`src/rtl/core/dcc_fge_pkg.sv`:
```
// Package for the DCC function-group encoder: item codes, controller states,
// command/status structs between controller and datapath. No dependencies.
package dcc_fge_pkg;

	localparam int FLAG_W = 29;          // F0..F28
	localparam int FNUM_MAX = 28;        // highest function number

	// Instruction byte bases of the five function groups
	localparam logic [7:0] GRP1_BASE = 8'd128;
	localparam logic [7:0] GRP2_BASE = 8'd176;
	localparam logic [7:0] GRP3_BASE = 8'd160;
	localparam logic [7:0] GRP4_BYTE = 8'd222;
	localparam logic [7:0] GRP5_BYTE = 8'd223;

	typedef logic [FLAG_W-1:0] flags_t;
	typedef logic [1:0]        func_t;
	typedef logic [3:0]        slot_t;
	typedef logic [13:0]       addr_t;
	typedef logic [4:0]        fnum_t;
	typedef logic [7:0]        byte_t;

	// Item operation codes
	localparam func_t FN_ON    = 2'd0;
	localparam func_t FN_OFF   = 2'd1;
	localparam func_t FN_EMIT  = 2'd2;
	localparam func_t FN_CLEAR = 2'd3;

	typedef enum logic {
		ST_IDLE,
		ST_WORK
	} ctrl_state_t;

	// Controller -> datapath
	typedef struct packed {
		logic load;     // capture the incoming transaction
		logic commit;   // apply the held item to the flags and output
	} dp_cmd_t;

	// Datapath -> controller
	typedef struct packed {
		logic is_emit;  // held item produces a result
		logic out_busy; // output register full and not taken this cycle
	} dp_sts_t;

endpackage

```
`src/rtl/core/dcc_fge_if.sv`:
```
// Valid/ready channel interfaces for input items and result items.
// Depends on dcc_fge_pkg for the payload types.
interface dcc_fge_in_if;
	import dcc_fge_pkg::*;
	logic  valid;
	logic  ready;
	func_t func;
	logic  track;
	slot_t slot;
	addr_t loco_address;
	fnum_t function_number;

	modport source (output valid, func, track, slot, loco_address, function_number,
		input ready);
	modport sink (input valid, func, track, slot, loco_address, function_number,
		output ready);
endinterface

interface dcc_fge_out_if;
	import dcc_fge_pkg::*;
	logic  valid;
	logic  ready;
	logic  out_track;
	slot_t out_slot;
	addr_t out_address;
	byte_t first_byte;
	byte_t second_byte;
	logic  second_valid;
	logic  any_changed;

	modport source (output valid, out_track, out_slot, out_address, first_byte,
		second_byte, second_valid, any_changed, input ready);
	modport sink (input valid, out_track, out_slot, out_address, first_byte,
		second_byte, second_valid, any_changed, output ready);
endinterface

```
`src/rtl/core/dcc_function_group_encoder_top.sv`:
```
// DCC function-group encoder. Each item is handled by a capture of the
// transaction followed by the read-modify-write of the slot's flag words;
// a new item is accepted only after the previous one is committed. An emit
// stays in its work state while the output register still holds a result
// that has not been taken; on/off/clear items never wait on the output side.
// Flag storage covers min(SLOT_COUNT, 16) slots and is cleared by reset at once.
module dcc_function_group_encoder_top #(
	parameter int SLOT_COUNT = 16
) (
	input logic           clk,
	input logic           arst_n,
	dcc_fge_in_if.sink    req,
	dcc_fge_out_if.source rsp
);
	import dcc_fge_pkg::*;

	dp_cmd_t cmd;
	dp_sts_t sts;

	dcc_fge_ctrl u_ctrl (
		.clk      (clk),
		.arst_n   (arst_n),
		.in_valid (req.valid),
		.sts      (sts),
		.cmd      (cmd),
		.in_ready (req.ready)
	);

	dcc_fge_dp #(
		.SLOT_COUNT (SLOT_COUNT)
	) u_dp (
		.clk             (clk),
		.arst_n          (arst_n),
		.cmd             (cmd),
		.sts             (sts),
		.func            (req.func),
		.track           (req.track),
		.slot            (req.slot),
		.loco_address    (req.loco_address),
		.function_number (req.function_number),
		.out_ready       (rsp.ready),
		.out_valid       (rsp.valid),
		.out_track       (rsp.out_track),
		.out_slot        (rsp.out_slot),
		.out_address     (rsp.out_address),
		.first_byte      (rsp.first_byte),
		.second_byte     (rsp.second_byte),
		.second_valid    (rsp.second_valid),
		.any_changed     (rsp.any_changed)
	);

`ifndef SYNTHESIS
	// One item in flight: no transaction directly after another
	a_one_in_flight: assert property (@(posedge clk) disable iff (!arst_n)
		req.valid && req.ready |=> !req.ready)
		else $error("input accepted while an item is in flight");

	// A clear item never produces a result
	a_clear_silent: assert property (@(posedge clk) disable iff (!arst_n)
		req.valid && req.ready && req.func == FN_CLEAR && !rsp.valid |=> ##1 !rsp.valid)
		else $error("result produced by a clear item");

	// Nothing changed means an empty instruction
	a_empty_result: assert property (@(posedge clk) disable iff (!arst_n)
		rsp.valid |-> (rsp.any_changed || (rsp.first_byte == '0 && !rsp.second_valid)))
		else $error("instruction bytes without any changed group");
`endif

endmodule

```
`src/rtl/core/dcc_fge_ctrl.sv`:
```
// Controller of the function-group encoder: sequences capture and commit.
// Depends on dcc_fge_pkg.
module dcc_fge_ctrl (
	input  logic                clk,
	input  logic                arst_n,
	input  logic                in_valid,
	input  dcc_fge_pkg::dp_sts_t sts,
	output dcc_fge_pkg::dp_cmd_t cmd,
	output logic                in_ready
);
	import dcc_fge_pkg::*;

	ctrl_state_t state_q, state_d;
	logic        work_done;

	// An emit waits while the previous result is still unclaimed
	assign work_done = !(sts.is_emit && sts.out_busy);

	// Next state
	always_comb begin
		state_d = state_q;
		unique case (state_q)
			ST_IDLE: begin
				if (in_valid) state_d = ST_WORK;
			end
			ST_WORK: begin
				if (work_done) state_d = ST_IDLE;
			end
			default: state_d = ST_IDLE;
		endcase
	end

	// Outputs
	always_comb begin
		cmd      = '0;
		in_ready = 1'b0;
		unique case (state_q)
			ST_IDLE: begin
				in_ready = 1'b1;
				cmd.load = in_valid;
			end
			ST_WORK: begin
				cmd.commit = work_done;
			end
			default: ;
		endcase
	end

	always_ff @(posedge clk or negedge arst_n) begin
		if (!arst_n) begin
			state_q <= ST_IDLE;
		end else begin
			state_q <= state_d;
		end
	end

endmodule

```
`src/rtl/core/dcc_fge_dp.sv`:
```
// Datapath of the function-group encoder: item register, per-slot flag
// storage, group selection and result register. Depends on dcc_fge_pkg.
module dcc_fge_dp #(
	parameter int SLOT_COUNT = 16
) (
	input  logic                 clk,
	input  logic                 arst_n,
	input  dcc_fge_pkg::dp_cmd_t cmd,
	output dcc_fge_pkg::dp_sts_t sts,
	input  dcc_fge_pkg::func_t   func,
	input  logic                 track,
	input  dcc_fge_pkg::slot_t   slot,
	input  dcc_fge_pkg::addr_t   loco_address,
	input  dcc_fge_pkg::fnum_t   function_number,
	input  logic                 out_ready,
	output logic                 out_valid,
	output logic                 out_track,
	output dcc_fge_pkg::slot_t   out_slot,
	output dcc_fge_pkg::addr_t   out_address,
	output dcc_fge_pkg::byte_t   first_byte,
	output dcc_fge_pkg::byte_t   second_byte,
	output logic                 second_valid,
	output logic                 any_changed
);
	import dcc_fge_pkg::*;

	// Only 16 slots are addressable by the slot field
	localparam int DEPTH = (SLOT_COUNT < 16) ? SLOT_COUNT : 16;
	localparam int IDX_W = (DEPTH > 1) ? $clog2(DEPTH) : 1;

	// Held item
	func_t func_q;
	logic  track_q;
	slot_t slot_q;
	addr_t addr_q;
	fnum_t fnum_q;

	flags_t on_q   [DEPTH];
	flags_t sent_q [DEPTH];

	logic             slot_ok;
	logic [IDX_W-1:0] idx;
	flags_t           on_cur, sent_cur, diff, fmask;
	logic             fnum_ok;
	byte_t            b1, b2;
	logic             b2v;
	logic             out_valid_q;

	always_ff @(posedge clk) begin
		if (cmd.load) begin
			func_q  <= func;
			track_q <= track;
			slot_q  <= slot;
			addr_q  <= loco_address;
			fnum_q  <= function_number;
		end
	end

	// Slot lookup; out-of-range slots read as all-zero flags
	assign slot_ok  = (9'(slot_q) < 9'(SLOT_COUNT));
	assign idx      = slot_ok ? slot_q[IDX_W-1:0] : '0;
	assign on_cur   = slot_ok ? on_q[idx] : '0;
	assign sent_cur = slot_ok ? sent_q[idx] : '0;
	assign diff     = on_cur ^ sent_cur;
	assign fnum_ok  = (fnum_q <= fnum_t'(FNUM_MAX));
	assign fmask    = flags_t'(1) << fnum_q;

	// Highest-numbered changed group wins
	always_comb begin
		b1  = '0;
		b2  = '0;
		b2v = 1'b0;
		priority if (diff[28:21] != '0) begin
			b1  = GRP5_BYTE;
			b2  = on_cur[28:21];
			b2v = 1'b1;
		end else if (diff[20:13] != '0) begin
			b1  = GRP4_BYTE;
			b2  = on_cur[20:13];
			b2v = 1'b1;
		end else if (diff[12:9] != '0) begin
			b1 = GRP3_BASE | {4'd0, on_cur[12:9]};
		end else if (diff[8:5] != '0) begin
			b1 = GRP2_BASE | {4'd0, on_cur[8:5]};
		end else if (diff[4:0] != '0) begin
			b1 = GRP1_BASE | {3'd0, on_cur[0], on_cur[4:1]};
		end else begin
			// no group changed: empty instruction
			b1 = '0;
		end
	end

	// Flag update on commit
	always_ff @(posedge clk or negedge arst_n) begin
		if (!arst_n) begin
			for (int i = 0; i < DEPTH; i++) begin
				on_q[i]   <= '0;
				sent_q[i] <= '0;
			end
		end else if (cmd.commit && slot_ok) begin
			unique case (func_q)
				FN_ON: begin
					if (fnum_ok) on_q[idx] <= on_cur | fmask;
				end
				FN_OFF: begin
					if (fnum_ok) on_q[idx] <= on_cur & ~fmask;
				end
				FN_EMIT: begin
					sent_q[idx] <= on_cur;
				end
				FN_CLEAR: begin
					on_q[idx]   <= '0;
					sent_q[idx] <= '0;
				end
				default: ;
			endcase
		end
	end

	// Result register
	always_ff @(posedge clk or negedge arst_n) begin
		if (!arst_n) begin
			out_valid_q <= 1'b0;
		end else if (cmd.commit && func_q == FN_EMIT) begin
			out_valid_q <= 1'b1;
		end else if (out_ready) begin
			out_valid_q <= 1'b0;
		end
	end

	always_ff @(posedge clk) begin
		if (cmd.commit && func_q == FN_EMIT) begin
			out_track    <= track_q;
			out_slot     <= slot_q;
			out_address  <= addr_q;
			first_byte   <= b1;
			second_byte  <= b2;
			second_valid <= b2v;
			any_changed  <= (diff != '0);
		end
	end

	assign out_valid    = out_valid_q;
	assign sts.is_emit  = (func_q == FN_EMIT);
	assign sts.out_busy = out_valid_q && !out_ready;

endmodule

```
`src/flat_wrapper.sv`:
```
// flat-port wrapper written by rule: the top's interface ports become plain ports
module dcc_function_group_encoder_top_flat import dcc_fge_pkg::*;
#(
	parameter int SLOT_COUNT = 16
)
  (clk, arst_n, req_valid, req_func, req_track, req_slot, req_loco_address, req_function_number, req_ready, rsp_valid, rsp_out_track, rsp_out_slot, rsp_out_address, rsp_first_byte, rsp_second_byte, rsp_second_valid, rsp_any_changed, rsp_ready);
  dcc_fge_in_if req_i ();
  dcc_fge_out_if rsp_i ();
  input logic clk;
  input logic arst_n;
  input wire logic [$bits(req_i.valid)-1:0] req_valid;
  input wire logic [$bits(req_i.func)-1:0] req_func;
  input wire logic [$bits(req_i.track)-1:0] req_track;
  input wire logic [$bits(req_i.slot)-1:0] req_slot;
  input wire logic [$bits(req_i.loco_address)-1:0] req_loco_address;
  input wire logic [$bits(req_i.function_number)-1:0] req_function_number;
  output wire logic [$bits(req_i.ready)-1:0] req_ready;
  output wire logic [$bits(rsp_i.valid)-1:0] rsp_valid;
  output wire logic [$bits(rsp_i.out_track)-1:0] rsp_out_track;
  output wire logic [$bits(rsp_i.out_slot)-1:0] rsp_out_slot;
  output wire logic [$bits(rsp_i.out_address)-1:0] rsp_out_address;
  output wire logic [$bits(rsp_i.first_byte)-1:0] rsp_first_byte;
  output wire logic [$bits(rsp_i.second_byte)-1:0] rsp_second_byte;
  output wire logic [$bits(rsp_i.second_valid)-1:0] rsp_second_valid;
  output wire logic [$bits(rsp_i.any_changed)-1:0] rsp_any_changed;
  input wire logic [$bits(rsp_i.ready)-1:0] rsp_ready;
  assign req_i.valid = req_valid;
  assign req_i.func = req_func;
  assign req_i.track = req_track;
  assign req_i.slot = req_slot;
  assign req_i.loco_address = req_loco_address;
  assign req_i.function_number = req_function_number;
  assign req_ready = req_i.ready;
  assign rsp_valid = rsp_i.valid;
  assign rsp_out_track = rsp_i.out_track;
  assign rsp_out_slot = rsp_i.out_slot;
  assign rsp_out_address = rsp_i.out_address;
  assign rsp_first_byte = rsp_i.first_byte;
  assign rsp_second_byte = rsp_i.second_byte;
  assign rsp_second_valid = rsp_i.second_valid;
  assign rsp_any_changed = rsp_i.any_changed;
  assign rsp_i.ready = rsp_ready;
  dcc_function_group_encoder_top #(.SLOT_COUNT(SLOT_COUNT)) u_core (.clk(clk), .arst_n(arst_n), .req(req_i), .rsp(rsp_i));
endmodule
```
`config.mk`:
```
export PLATFORM = sky130hd
export DESIGN_NAME = dcc_function_group_encoder_top_flat
export DESIGN_NICKNAME = d
export VERILOG_FILES = /design/src/rtl/core/dcc_fge_pkg.sv /design/src/rtl/core/dcc_fge_if.sv /design/src/rtl/core/dcc_function_group_encoder_top.sv /design/src/rtl/core/dcc_fge_ctrl.sv /design/src/rtl/core/dcc_fge_dp.sv /design/src/flat_wrapper.sv
export SDC_FILE = /design/constraint.sdc
export NUM_CORES = 2
export LEC_CHECK = 0
export BUFFER_PORTS_ARGS = -buffer_cell sky130_fd_sc_hd__buf_2
export CORE_ASPECT_RATIO = 0.9
export CORE_MARGIN = 1
export CORE_UTILIZATION = 40
export DETAILED_ROUTE_END_ITERATION = 12
export HOLD_SLACK_MARGIN = 0.08
export SLEW_MARGIN = 5
export SYNTH_ARGS = -nofsm -noshare
export SYNTH_HDL_FRONTEND = slang
export SYNTH_SLANG_ARGS = --single-unit
```
`constraint.sdc`:
```
create_clock -name clk -period 4.2 [get_ports clk]
set_input_delay 0.63 -clock clk [delete_from_list [all_inputs] [get_ports clk]]
set_output_delay 0.63 -clock clk [all_outputs]
set_load 0.05 [all_outputs]
```
Word level (Yosys, flattened, before mapping)

Cells that the tools add are included.

Register bits: 993
Input bits: 30
Word-level logic and storage cells: 116

Order comparisons: 3
Equality and inequality tests: 5
Shift-type cells: 1
Muxes and demuxes: 30
Bitwise logic cells: 9
Reductions and logical operators: 20

Operators by type and width:

| operator                                                                     | count |
|---|---|
| 464-bit bitwise mux                                                          | 3 |
| 464-bit one-hot mux with 3 select lines                                      | 1 |
| 464-bit bitwise AND                                                          | 2 |
| 464-bit 2-to-1 mux                                                           | 2 |
| 464-bit one-hot mux with 2 select lines                                      | 1 |
| 464-bit inverter                                                             | 1 |
| 29-bit binary-select mux with 4-bit select                                   | 2 |
| 29-bit 2-to-1 mux                                                            | 5 |
| 29-bit demux with 4-bit select                                               | 1 |
| 29-bit bitwise AND                                                           | 1 |
| 29-bit inverter                                                              | 1 |
| 29-bit bitwise OR                                                            | 1 |
| 29-bit nonzero test                                                          | 1 |
| 1-bit by 5-bit left shift with 29-bit output, first input constant           | 1 |
| 29-bit bitwise XOR                                                           | 1 |
| 8-bit 2-to-1 mux                                                             | 3 |
| 8-bit nonzero test                                                           | 2 |
| 7-bit 2-to-1 mux                                                             | 2 |
| 1-bit 2-to-1 mux                                                             | 9 |
| 4-bit nonzero test                                                           | 2 |
| 5-bit greater-or-equal comparator, second input constant                     | 1 |
| 5-bit <= comparator, second input constant                                   | 1 |
| 5-bit by 1-bit less-than comparator with 1-bit output, second input constant | 1 |
| 4-bit inverter with 5-bit output                                             | 1 |
| 15 further kinds                                                             | 22 |

Logic depth before layout (Yosys ltp)

Depth in word-level cells: 10
Mapped depth: 13

Modules after synthesis

Synthesis repeated with hierarchy kept, for this count alone.

Cells, all modules: 3,442
Area, all modules: 43,276.5 um2

By module, submodules not included:

| module       | instances | cells each | area an instance (um2) |
|---|---|---|---|
| dcc_fge_dp   | 1         | 3,437      | 43,225.2 |
| dcc_fge_ctrl | 1         | 5          | 51.3 |

Worst setup path after synthesis

No wires, ideal clock.

Kind: register -> register
Start point: register u_core.u_dp.slot_q[1] (netlist: u_core.u_dp.idx[1])
End point: register u_core.u_dp.second_byte[0] (data pin)
Setup time: 0.256 ns
Data arrival time: 2.969 ns
Slack: 0.975 ns
Cell stages (with the launch flop): 12
Cells stage by stage: edfxtp_1 > buf_2 > buf_2 > clkbuf_1 > buf_1 > mux4_2 > mux4_2 > xnor2_1 > nand4_1 > nor2_1 > nor2_4 > a22o_1

Word-level cells in the longest chain between the ends: 8
Elaborated cells on any way between the ends: 12
Classes of those cells: mux (8); bitwise (2); reduce/logical (2)

RTL lines:

| element                                                              | RTL line                           | RTL |
|---|---|---|
| start, declared                                                      | dcc_fge_dp.sv:34                   | `slot_t slot_q;` |
| start signal, assigned                                               | dcc_fge_dp.sv:53                   | `slot_q <= slot;` |
| 4-bit inverter with 5-bit output (implied by the code) (*)           | dcc_fge_dp.sv:62, dcc_fge_dp.sv:63 |  |
| 29-bit binary-select mux with 4-bit select, on equally long branches | dcc_fge_dp.sv:62, dcc_fge_dp.sv:63 |  |
| 29-bit 2-to-1 mux, on equally long branches (2 in series)            | dcc_fge_dp.sv:62, dcc_fge_dp.sv:63 |  |
| 29-bit bitwise XOR                                                   | dcc_fge_dp.sv:64                   | `assign diff = on_cur ^ sent_cur;` |
| 8-bit nonzero test                                                   | dcc_fge_dp.sv:77                   | `end else if (diff[20:13] != '0) begin` |
| 8-bit 2-to-1 mux                                                     | dcc_fge_dp.sv:77                   |  |
| 8-bit 2-to-1 mux (*)                                                 | dcc_fge_dp.sv:73                   | `priority if (diff[28:21] != '0) begin` |
| net u_core.u_dp.b2[0]                                                | dcc_fge_dp.sv:45                   | `byte_t b1, b2;` |
| end signal, assigned                                                 | dcc_fge_dp.sv:137                  | `second_byte <= b2;` |
| end, declared                                                        | dcc_fge_dp.sv:21                   | `output dcc_fge_pkg::byte_t second_byte,` |

Mark *: on every way through the listed nets, which the timed path passes. The rest lies on a longest branch. The select of a mux whose other input is x is not followed.
A chain may end at the register's enable or synchronous reset.

Worst setup path after layout

Start point: register u_core.u_dp.slot_q[0] (netlist: u_core.u_dp.idx[0])
End point: register u_core.u_dp.first_byte[4] (data pin)

Word-level cells in the longest chain between the ends: 9
Elaborated cells on any way between the ends: 17
Classes of those cells: mux (9); bitwise (2); reduce/logical (6)

RTL lines:

| element                                                              | RTL line                           | RTL |
|---|---|---|
| 4-bit inverter with 5-bit output (implied by the code) (*)           | dcc_fge_dp.sv:62, dcc_fge_dp.sv:63 |  |
| 29-bit binary-select mux with 4-bit select, on equally long branches | dcc_fge_dp.sv:62, dcc_fge_dp.sv:63 |  |
| 29-bit 2-to-1 mux, on equally long branches (2 in series)            | dcc_fge_dp.sv:62, dcc_fge_dp.sv:63 |  |
| 29-bit bitwise XOR                                                   | dcc_fge_dp.sv:64                   |  |
| 5-bit nonzero test                                                   | dcc_fge_dp.sv:85                   | `end else if (diff[4:0] != '0) begin` |
| 8-bit 2-to-1 mux                                                     | dcc_fge_dp.sv:85                   |  |
| 7-bit 2-to-1 mux                                                     | dcc_fge_dp.sv:83                   | `end else if (diff[8:5] != '0) begin` |
| 7-bit 2-to-1 mux                                                     | dcc_fge_dp.sv:81                   | `end else if (diff[12:9] != '0) begin` |
| end signal, assigned                                                 | dcc_fge_dp.sv:136                  | `first_byte <= b1;` |
| end, declared                                                        | dcc_fge_dp.sv:20                   | `output dcc_fge_pkg::byte_t first_byte,` |

Every way passes the cells marked *; elsewhere a longest branch is shown, timed or not. The select of a mux whose other input is x is not followed.

==> results.yml <==
worst_setup_path:
  ff2ff_setup_slack_ns: 0.37
  arrival_ns: 4.21
  maximum_fanout_along_the_worst_path: 18
  timing.critical_path.from: "u_core.u_dp.idx[0]"
  r2r-start: "u_core.u_dp.idx[0]"
  end_kind: "register"
  type_of_the_worst_setup_path: "register to register"
  cp-start-kind: "register"
  critPathRequiredTime_ns: 4.58
layout:
  final_cell_count_no_fill: 5093
  final_cell_area_um2: 48700
  syn_to_final_growth_pct: 13.8
  layout_commonest_cell: "dfrtp_1"
  multi_input_area_um2: 16300
  register_area_um2: 25200
  drive_above_1_share: 0.190
  most-common-layout-cells: "930 x dfrtp_1, 840 x o21ai_0, 799 x nand2_1"
  layout.nets: 3657
  fillCellCount: 9535
  antenna_cells: 0
timing:
  max-slew-margin-rel: 0.260
  fin_worst_skew_ns: 0.0236
  totalNegativeSetupSlack_ns: 0
  final-setup-viol-count: 0
  holdWs_ns: 0.130
  final_period_minus_worst_setup_slack_ns: 3.83
  unrepaired_setup_endpoints_after_global_routing: "false"
  clock.fmax_ghz: 0.261
  timing_worst_slew_pin_value_ns: 1.11
  slew_violations: 0
  final_min_period_over_clock_period: 0.911
  final_critical_path_setup_slack_ns: 0.373
  timing_hold_violations_final: 0
worst_hold_path:
  hold_path_class: "input pin to register"
  holdCritStartpoint: "req_loco_address[10]"
route:
  wl_per_cell_um: 24.0
  avgViaCountPerCell: 5.70
  remaining_drc_errors: 0
  drt-total-wl_um: 122000
  drt_first_pass_iters: 5
  dr_total_vias: 29000
  detail_route.iter0.violations: 2736
  final_antenna_net_count: 0
synth:
  syn-cell-area_um2: 42800
  synthCells: 3643
  syn-mean-instance-area_um2: 11.8
  ys_types: 47
  synth_flop_cell: "dfrtp_1"
  yosys_register_bits: 993
  synth_warnings: 0
  synth_enable_flop_cells: 63
  net_count_synth: 3673
  synth-seq-area-share: 0.588
  synth-async-reset-ratio: 0.937
place:
  pre_cts_ws_ns: 0.380
  globalplace.congestion: 0.814
  dpl-instance-area_um2: 45200
  dp.final_hpwl_um: 72500
  port-buffer-count: 68
  dp_cells: 4902
global_route:
  gr-usage-all-layers: 0.228
  largest_net_degree_at_the_start_of_global_routing: 91
  via_count_of_the_first_global_routing_pass: 29300
  grt_antenna_before_repair: 1
  globalRouteOverflowTotal: 0
  grt_pass1_wl_um: 189000
power_and_ir_drop:
  p_seq_frac: 0.481
  clkPwrFrac: 0.455
  netSwitchingPower_mw: 4.91
  share_comb_of_total_power: 0.063
  power_density_of_the_placed_cells_nw_per_um2: 426
  power.static_leakage_nw: 20.9
  internal_pwr_total_mw: 15.8
  switching_share_of_total_power: 0.237
  vdd_ir_drop_max_mv: 0.313
cts:
  cts_root_cell: "clkbuf_16"
  cts_hold_buffers: 1
  worst_skew_pair.late_latency_ns: 0.67
  clock_tree.htree_level_count: 3
  cts_resized: 0
  tritoncts: "done"
  buffer_levels_on_the_longest_clock_path: 3
  cts_buffers: 102
  post-cts-setup-buffers: 0
  clkTransAtPathRegs_ns: 0.06
  clock_sinks: 993
floorplan:
  top_level_ports: 69
  die_w_um: 347
  floorplan.rows: 113
  fp.dieH_um: 312
  initial_core_utilization: 0.405
  design.core.area_um2: 106000
  die-area_um2: 108000
outcome:
  status: "completed"
run:
  max_cap_viol_count: 0
==> power groups by stage <==
stage	combinational, mW	sequential (mW)	clock [mW]
2_1_floorplan	0.697	10.2	0
3_3_place_gp	1.31	10.1	0
3_5_place_dp	1.33	10.2	0
4_1_cts	1.33	9.98	9.58
5_1_grt	1.44	9.99	9.99
6_report	1.32	9.98	9.45
==> cell usage after synthesis (8+ instances only) <==
master | count | area, um2
buf_2 | 27 | 135
inv_1 | 10 | 37.5
xor2_1 | 12 | 105
o21ai_0 | 840 | 4200
dfrtp_1 | 930 | 23300
clkbuf_1 | 269 | 1010
xnor2_1 | 17 | 149
nand2b_1 | 35 | 219
nor2_1 | 41 | 154
nand2_1 | 812 | 3050
nand3_1 | 19 | 95.1
and2_1 | 8 | 50.1
buf_1 | 31 | 116
a22oi_1 | 24 | 180
buf_6 | 9 | 101
edfxtp_1 | 63 | 1890
mux4_2 | 276 | 6220
a22o_1 | 155 | 1360
==> area by class of cell <==
cell class,count,area share
Timing Repair Buffer,223,0.0401
Multi-Input combinational cell,2297,0.336
Tap cell,1380,0.0354
Clock inverter,46,0.0106
Sequential cell,993,0.516
Clock buffer,144,0.0610
Inverter,10,0.000770
==> final timing paths <==
check / end / depth (start not counted)
worst max-delay path: u_core.u_dp.first_byte[4] / 9
worst min-delay path: u_core.u_dp.addr_q[10] / 1
worst max register to register: u_core.u_dp.first_byte[4] / 9
worst min register to register: u_core.u_dp.out_address[13] / 0
max in group asynchronous: u_core.u_dp.on_q[391] / 3
min in group asynchronous: u_core.u_dp.sent_q[417] / 2
==> worst max-delay path: stages, from the launching register on <==
cell	delay [ns]
edfxtp_1	0.44
buf_12	0.25
buf_4	0.22
mux4_2	0.51
mux4_2	0.69
xor2_1	0.24
nor4_1	0.33
nand2_1	0.22
nor3_4	0.45
o21ai_1	0.16
==> through the flow <==
stage	power [mW]	util
after floorplan	10.8	-
after global placement	11.5	0.428
after detailed placement	11.5	0.428
after CTS	20.9	0.461
after global routing	21.4	0.461
final	20.7	0.461
==> state kept, by name, indices dropped and copies added (netlist names), 2 cells and up <==
signal                   count
u_core.u_dp.addr_q          14
u_core.u_dp.first_byte       8
u_core.u_dp.fnum_q           5
u_core.u_dp.func_q           2
u_core.u_dp.idx              4
u_core.u_dp.on_q           464
u_core.u_dp.out_address     14
u_core.u_dp.out_slot         4
u_core.u_dp.second_byte      8
u_core.u_dp.sent_q         464
==> logic make-up (layout without fill, tap and decap cells) <==
logic type | after synthesis | after routing | share of synthesized area
DFF | 993 | 993 | 0.588
xor gates and xnor gates | 29 | 29 | 0.00593
and+or+nand+nor | 946 | 946 | 0.0884
buffers and inverters | 353 | 423 | 0.0339
AOI/OAI and AO/OA | 1046 | 1046 | 0.139
muxes | 276 | 276 | 0.145
==> layer usage <==
layer	vias up	part of all wire	global-route usage
met3	204	0.069	0.0442
met2	973	0.45	0.343
met4	0	0.024	0.0597
li1	13000	-	-
met5	-	0	0
met1	14900	0.46	0.340
Power figures use the tool's default switching activity.
